==> config.mk <==
export PLATFORM = sky130hd
export DESIGN_NAME = bb3_divider
export DESIGN_NICKNAME = d
export VERILOG_FILES = /design/src/rtl/bb3_pkg.sv /design/src/rtl/bb3_divider.sv
export SDC_FILE = /design/constraint.sdc
export NUM_CORES = 1
export LEC_CHECK = 0
export ABC_AREA = 0
export BUFFER_PORTS_ARGS = -buffer_cell sky130_fd_sc_hd__buf_4
export CAP_MARGIN = 25
export CORE_ASPECT_RATIO = 0.75
export CORE_MARGIN = 10
export CORE_UTILIZATION = 54
export DETAILED_ROUTE_END_ITERATION = 8
export HOLD_SLACK_MARGIN = 0.15
export PLACE_DENSITY = 0.78
export SYNTH_ARGS = -nofsm -noshare
export SYNTH_HDL_FRONTEND = slang
export SYNTH_SLANG_ARGS = --single-unit
==> constraint.sdc <==
create_clock -name clock -period 2.6 [get_ports clock]
set_input_delay 0.52 -clock clock [delete_from_list [all_inputs] [get_ports clock]]
set_output_delay 0.52 -clock clock [all_outputs]
set_load 0.05 [all_outputs]
==> src/rtl/bb3_pkg.sv <==
// Package with shared types and constants of the 3x3 box blur.
`default_nettype none
package bb3_pkg;
   localparam int CH_W  = 8;
   localparam int PIX_W = 24;
   localparam int SUM_W = 12;
   localparam int NUM_W = 13;
   localparam int DEN_W = 5;
   localparam int FW_W  = 11;
   localparam int FH_W  = 16;

   localparam logic REG_WIDTH  = 1'b0;
   localparam logic REG_HEIGHT = 1'b1;

   localparam logic CMD_PIXEL = 1'b0;
   localparam logic CMD_DRAIN = 1'b1;

   localparam logic [FW_W-1:0] WIDTH_RESET  = 11'd640;
   localparam logic [FH_W-1:0] HEIGHT_RESET = 16'd480;

   typedef enum logic [4:0] {
      ST_IDLE  = 5'b00001,
      ST_SHIFT = 5'b00010,
      ST_SUM   = 5'b00100,
      ST_DIV   = 5'b01000,
      ST_OUT   = 5'b10000
   } state_type;

   typedef struct packed {
      logic             start;
      logic [NUM_W-1:0] numer;
      logic [DEN_W-1:0] denom;
   } div_req_type;
endpackage
`default_nettype wire

==> src/rtl/bb3_divider.sv <==
// Restoring divider producing one quotient bit per cycle.
`default_nettype none
module bb3_divider (
   input  wire logic                      clock,
   input  wire logic                      reset,
   input  wire bb3_pkg::div_req_type      req,
   output logic                           done,
   output logic [bb3_pkg::CH_W-1:0]       quot
);
   localparam int NW = bb3_pkg::NUM_W;
   localparam int DW = bb3_pkg::DEN_W;

   logic [NW-1:0] num_ff, num_in;
   logic [NW-1:0] q_ff, q_in;
   logic [DW-1:0] rem_ff, rem_in;
   logic [DW-1:0] den_ff, den_in;
   logic [3:0]    cnt_ff, cnt_in;
   logic          busy_ff, busy_in;
   logic          done_ff, done_in;
   logic [DW:0]   trial;

   always_comb begin
      num_in  = num_ff;
      q_in    = q_ff;
      rem_in  = rem_ff;
      den_in  = den_ff;
      cnt_in  = cnt_ff;
      busy_in = busy_ff;
      done_in = 1'b0;
      trial   = {rem_ff, num_ff[NW-1]};
      if (req.start) begin
         num_in  = req.numer;
         den_in  = req.denom;
         rem_in  = '0;
         q_in    = '0;
         cnt_in  = '0;
         busy_in = 1'b1;
      end else if (busy_ff) begin
         num_in = {num_ff[NW-2:0], 1'b0};
         if (trial >= {1'b0, den_ff}) begin
            rem_in = DW'(trial - {1'b0, den_ff});
            q_in   = {q_ff[NW-2:0], 1'b1};
         end else begin
            rem_in = trial[DW-1:0];
            q_in   = {q_ff[NW-2:0], 1'b0};
         end
         cnt_in = cnt_ff + 4'd1;
         if (cnt_ff == 4'(NW - 1)) begin
            busy_in = 1'b0;
            done_in = 1'b1;
         end
      end
   end

   always_ff @(posedge clock) begin
      if (reset) begin
         busy_ff <= 1'b0;
         done_ff <= 1'b0;
         cnt_ff  <= '0;
      end else begin
         busy_ff <= busy_in;
         done_ff <= done_in;
         cnt_ff  <= cnt_in;
      end
      num_ff <= num_in;
      q_ff   <= q_in;
      rem_ff <= rem_in;
      den_ff <= den_in;
   end

   assign done = done_ff;
   assign quot = q_ff[bb3_pkg::CH_W-1:0];
endmodule
`default_nettype wire
Yosys cells after proc, flatten, opt, wreduce, memory -nomap -nowiden
Cells that the tools add are included.
{"block": "classes", "n_bitwise": 1, "magnitude_cmp": 1, "n_reduce_logical": 3, "add_sub_neg": 2, "n_mux": 8, "eq_ne": 1}
{"operator": "$mux W13", "count": 2}
{"operator": "$ge A6 B5 Y1", "count": 1}
{"operator": "$mux W1", "count": 5}
{"operator": "$mux W5", "count": 1}
{"operator": "$sub A5 B5 Y5", "count": 1}
{"operator": "$add A4 B1 Y4 const B", "count": 1}
{"operator": "$eq A4 B4 Y1 const B", "count": 1}
{"operator": "$reduce_or A3 Y1", "count": 1}
{"operator": "$reduce_bool A2 Y1", "count": 1}
{"operator": "$reduce_or A2 Y1", "count": 1}
{"operator": "$not A1 Y1", "count": 1}
{"block": "totals", "reg_bits": 37, "out_inout_bits": 9}

Depth between registers and ports, before layout
{"block": "depth", "depth_word": 4, "mapped_depth": 8}

Least setup slack after synthesis
No wires, ideal clock.
{"block": "synth_timing", "kind": "reg-to-reg", "start": "register num_ff[12]", "end": "register rem_ff[2]", "path_buffers": 0, "path_slack_ps": 489, "stages_incl_launch_ff": 9, "setup_ps": 95, "arrival_time_ps": 2016, "synth_period_minus_slack_ps": 2111, "cell_sequence": "edfxtp_1 -> inv_1 -> ha_1 -> inv_1 -> fa_1 -> a211o_1 -> o211a_1 -> or4_1 -> o311ai_1"}
{"block": "synth_between", "elab_chain_len": 2, "elab_cells_between_ends": 3}
{"element": "from (decl)", "line": "bb3_divider.sv:13", "text": "logic [NW-1:0] num_ff, num_in;"}
{"element": "from (signal assigned)", "line": "bb3_divider.sv:65", "text": "num_ff <= num_in;"}
{"element": "$sub A5 B5 Y5 / $ge A6 B5 Y1 (equally long branches)", "line": "bb3_divider.sv:41, bb3_divider.sv:40"}
{"element": "$mux W5 (*)", "line": "bb3_divider.sv:40", "text": "if (trial >= {1'b0, den_ff}) begin"}
{"element": "to (signal assigned)", "line": "bb3_divider.sv:67", "text": "rem_ff <= rem_in;"}
{"element": "to (decl)", "line": "bb3_divider.sv:15", "text": "logic [DW-1:0] rem_ff, rem_in;"}
Every way passes the cells marked *; elsewhere a longest branch is shown, timed or not.
A chain may end at the register's enable or synchronous reset.

Final worst setup path
Same ends and word-level chain as after synthesis.

==> results.sh <==
export IMPL_synth_ff_latch_count=37
export IMPL_drt_iter0_markers=160
export IMPL_post_dp_cell_area_sq_um=1930
export IMPL_leakagePower_nw=0.833
export IMPL_wirelength_microns=3490
export IMPL_cts_hold_buffers=0
export IMPL_timing_max_slew_rel_slack=0.603
export IMPL_power_internal_w=0.000937
export IMPL_clkLatencyLatePin_ps=300
export IMPL_cts_made_buffers=5
export IMPL_antenna_left=0
export IMPL_final_setup_worst_slack_ps=288
export IMPL_floorplan_initialDensity=0.569
export IMPL_total_grt_overflow=0
export IMPL_final_hold_violation_count=0
export IMPL_via_count=1206
export IMPL_timing_clock_skew_ps=6.41
export IMPL_layout_common_cells="sky130_fd_sc_hd__buf_4 (30), sky130_fd_sc_hd__dfxtp_1 (19), sky130_fd_sc_hd__nor2_1 (18), sky130_fd_sc_hd__edfxtp_1 (18), sky130_fd_sc_hd__mux2_2 (12)"
export IMPL_timing_final_crit_period_ps=2310
export IMPL_switching_power_w=0.000343
export IMPL_grt_total_usage=0.130
export IMPL_slowest_delay_ps=520
export IMPL_numClockSinks=37
export IMPL_period_share=0.889
export IMPL_design_portCount=30
export IMPL_endpoint_kind="flop"
export IMPL_yosys_top_cells_area="sky130_fd_sc_hd__edfxtp_1 (32%), sky130_fd_sc_hd__dfxtp_1 (23%), sky130_fd_sc_hd__mux2_2 (8.0%)"
export IMPL_grt_pass1_vias=1251
export IMPL_tns_ps=0
export IMPL_worst_endpoint_required_ps=2800
export IMPL_wire_per_inst_microns=16.4
export IMPL_mappedNetlistArea_sq_um=1680
export IMPL_worst_endpoint_arrival_ps=2510
export IMPL_die_area_sq_um=5770
export IMPL_clkSlewWorstSetupHoldPaths_ps=80
export IMPL_place_gp_congestion=0.914
export IMPL_cts_resized=0
export IMPL_maxClockFrequency_mhz=432
export IMPL_detailed_place_hpwl_microns=2440
export IMPL_worstSetupPathType="reg2reg"
export IMPL_netlist_top_cell_by_area="sky130_fd_sc_hd__edfxtp_1"
export IMPL_fp_coreArea_sq_um=2960
export IMPL_worstPathBufferInverterCount=2
export IMPL_synth_cells=144
export IMPL_antenna_diode_count=0
export IMPL_synth_avg_cell_area_sq_um=11.7
export IMPL_leading_cell_type_in_the_layout_fill_and_taps_excluded="sky130_fd_sc_hd__buf_4"
export IMPL_yosys_cell_types_count=38
export IMPL_synthDominantCellAreaShare=0.321
export IMPL_worst_setup_path_startpoint="num_ff[12]$_DFFE_PP_"
export IMPL_core_rowCount=17
export IMPL_status="finished, final reports clean"
export IMPL_critical_path_startpoint_type="flop"
export IMPL_power_share_sequential=0.528
export IMPL_drc=0
export IMPL_die_x_microns=84.5
export IMPL_crit_reg2reg_launch="num_ff[12]$_DFFE_PP_"
export IMPL_largest_delay_share_family_worst_path="compound AO/OA/AOI/OAI gates"
export IMPL_synth_yosys_seq_area_share=0.547
export IMPL_worst_path_cell_with_the_longest_stage_delay="sky130_fd_sc_hd__or4_1"
export IMPL_p_comb_frac=0.153
export IMPL_worstMarginPinSlew_ps=591
export IMPL_flow_area_growth_from_synthesis_pct=19.9
export IMPL_pre_cts_slack_ps=337
export IMPL_wire_length_of_the_first_global_routing_pass_microns=5900
export IMPL_final_core_util=0.682
export IMPL_cts_root_to_sink_buffers=2
export IMPL_cts_tree="built"
export IMPL_vias_per_instance=5.66
export IMPL_finalSetupViolCount=0
export IMPL_min_path_type="in2reg"
export IMPL_critical_path_top_cell_by_count="sky130_fd_sc_hd__inv_1"
export IMPL_die_height_microns=68.3
export IMPL_timing_critical_path_cells="inv_1, ha_1, inv_1, fa_1, a211o_1, o211a_1, or4_1, o311ai_1"
export IMPL_drt_first_pass_iters=5
export IMPL_yosys_warnings=0
export IMPL_clock_power_share=0.319
export IMPL_finalInstanceArea_sq_um=2020
export IMPL_syn_nets=173
export IMPL_maxCapViolations=0
export IMPL_post_cts_setup_buffers=0
export IMPL_sw_frac_of_total=0.268
export IMPL_source_of_the_worst_hold_timing_path="reset"
export IMPL_initial_antenna_violation_count=0
export IMPL_unrepaired_setup_endpoints_after_global_routing="no"
export IMPL_fillCellCount=231
export IMPL_drive_gt1_frac=0.297
export IMPL_cts_root_buffer="sky130_fd_sc_hd__clkbuf_8"
export IMPL_nNetsFinal=203
export IMPL_crit_fanout=3
export IMPL_h_tree_depth=2
export IMPL_power_density_cell_area_nw_per_um2=635
export IMPL_vdd_drop_max_v=0.000315
export IMPL_count_of_buffers_inserted_at_the_top_level_ports=29
export IMPL_slew_violations=0
export IMPL_grt_max_degree=38
[worst register-to-register path, stage by stage, from the launching register on]
cell	delay [ps]
sky130_fd_sc_hd__edfxtp_1	380
sky130_fd_sc_hd__inv_1	80
sky130_fd_sc_hd__ha_1	170
sky130_fd_sc_hd__inv_1	60
sky130_fd_sc_hd__fa_1	410
sky130_fd_sc_hd__a211o_1	320
sky130_fd_sc_hd__o211a_1	160
sky130_fd_sc_hd__or4_1	520
sky130_fd_sc_hd__o311ai_1	110
[power groups by stage]
stage,registers (W),logic (W),clock network (W)
final,0.000675,0.000196,0.000409
after global routing,0.000680,0.000214,0.000445
after CTS,0.000675,0.000194,0.000412
after detailed placement,0.000688,0.000192,0
after global placement,0.000685,0.000181,0
after floorplan,0.000687,0.000129,0
[cell usage after synthesis (all sizes together)]
| library cell | count |
|---|---|
| a21oi | 4 |
| nand2b | 1 |
| and3 | 1 |
| buf | 4 |
| or4 | 1 |
| or3b | 1 |
| fa | 1 |
| nand3b | 1 |
| inv | 9 |
| or2 | 2 |
| edfxtp | 18 |
| mux2i | 8 |
| a21o | 1 |
| a211o | 1 |
| xor2 | 2 |
| dfxtp | 19 |
| nand4 | 3 |
| xnor2 | 3 |
| nand3 | 3 |
| a211oi | 1 |
| o211ai | 1 |
| clkbuf | 3 |
| mux2 | 12 |
| nor3b | 2 |
| a31oi | 1 |
| o21ai | 2 |
| a311o | 1 |
| o2111ai | 2 |
| nand2 | 4 |
| a311oi | 3 |
| ha | 7 |
| o211a | 1 |
| and2 | 1 |
| o311ai | 1 |
| nor2 | 18 |
| o31ai | 1 |
[kinds of logic (layout without fill, tap and decap cells)]
group                    Yosys count  in the layout  synth area share
flip-flops                        37             37             0.547
AO/OA/AOI/OAI                     20             20            0.0877
buffers and inverters             16             47            0.0364
XOR/XNOR                           5              5            0.0260
adder cells (fa/ha/maj)            8              8            0.0639
AND/OR/NAND/NOR                   38             38             0.111
multiplexers                      20             20             0.128
[layer usage]
| layer | global-route usage | vias up | part of all wire |
|---|---|---|---|
| li1 | - | 580 | - |
| met3 | 0.0605 | 13 | 0.073 |
| met2 | 0.218 | 42 | 0.48 |
| met4 | 0.0574 | 0 | 0.024 |
| met5 | 0 | - | 0 |
| met1 | 0.141 | 571 | 0.42 |
[cell type report]
class / count / area (sq um) / area share
clock buffer: 5 / 68.8 / 0.0341
sequential: 37 / 921 / 0.457
inverter: 9 / 33.8 / 0.0167
clock inverter: 3 / 20.0 / 0.00993
multi-input combinational: 91 / 701 / 0.347
tap: 38 / 47.5 / 0.0236
timing repair buffer: 30 / 225 / 0.112
[path summary, 6_finish.rpt]
kind                                  to  slack (ps)  cells after the start
setup / recovery  rem_ff[2]$_SDFFE_PP0P_         290                      8
hold / removal        busy_ff$_SDFF_PP0_         380                      2
setup reg to reg  rem_ff[2]$_SDFFE_PP0P_         290                      8
hold reg to reg          done$_SDFF_PP0_         510                      2
[per-stage QoR]
stage	instances	power, W	hold slack [ps]
after global placement	205	0.000866	482
after global routing	213	0.00134	380
after CTS	213	0.00128	380
final	213	0.00128	380
after floorplan	144	0.000816	473
after detailed placement	205	0.000880	494
[registers in the layout, indices dropped and copies added, names as in the netlist]
signal	cells
num_ff	13
q_ff	8
den_ff	5
rem_ff	5
cnt_ff	4
busy_ff	1
done	1
Note: power is estimated with default switching activity, not from simulation.
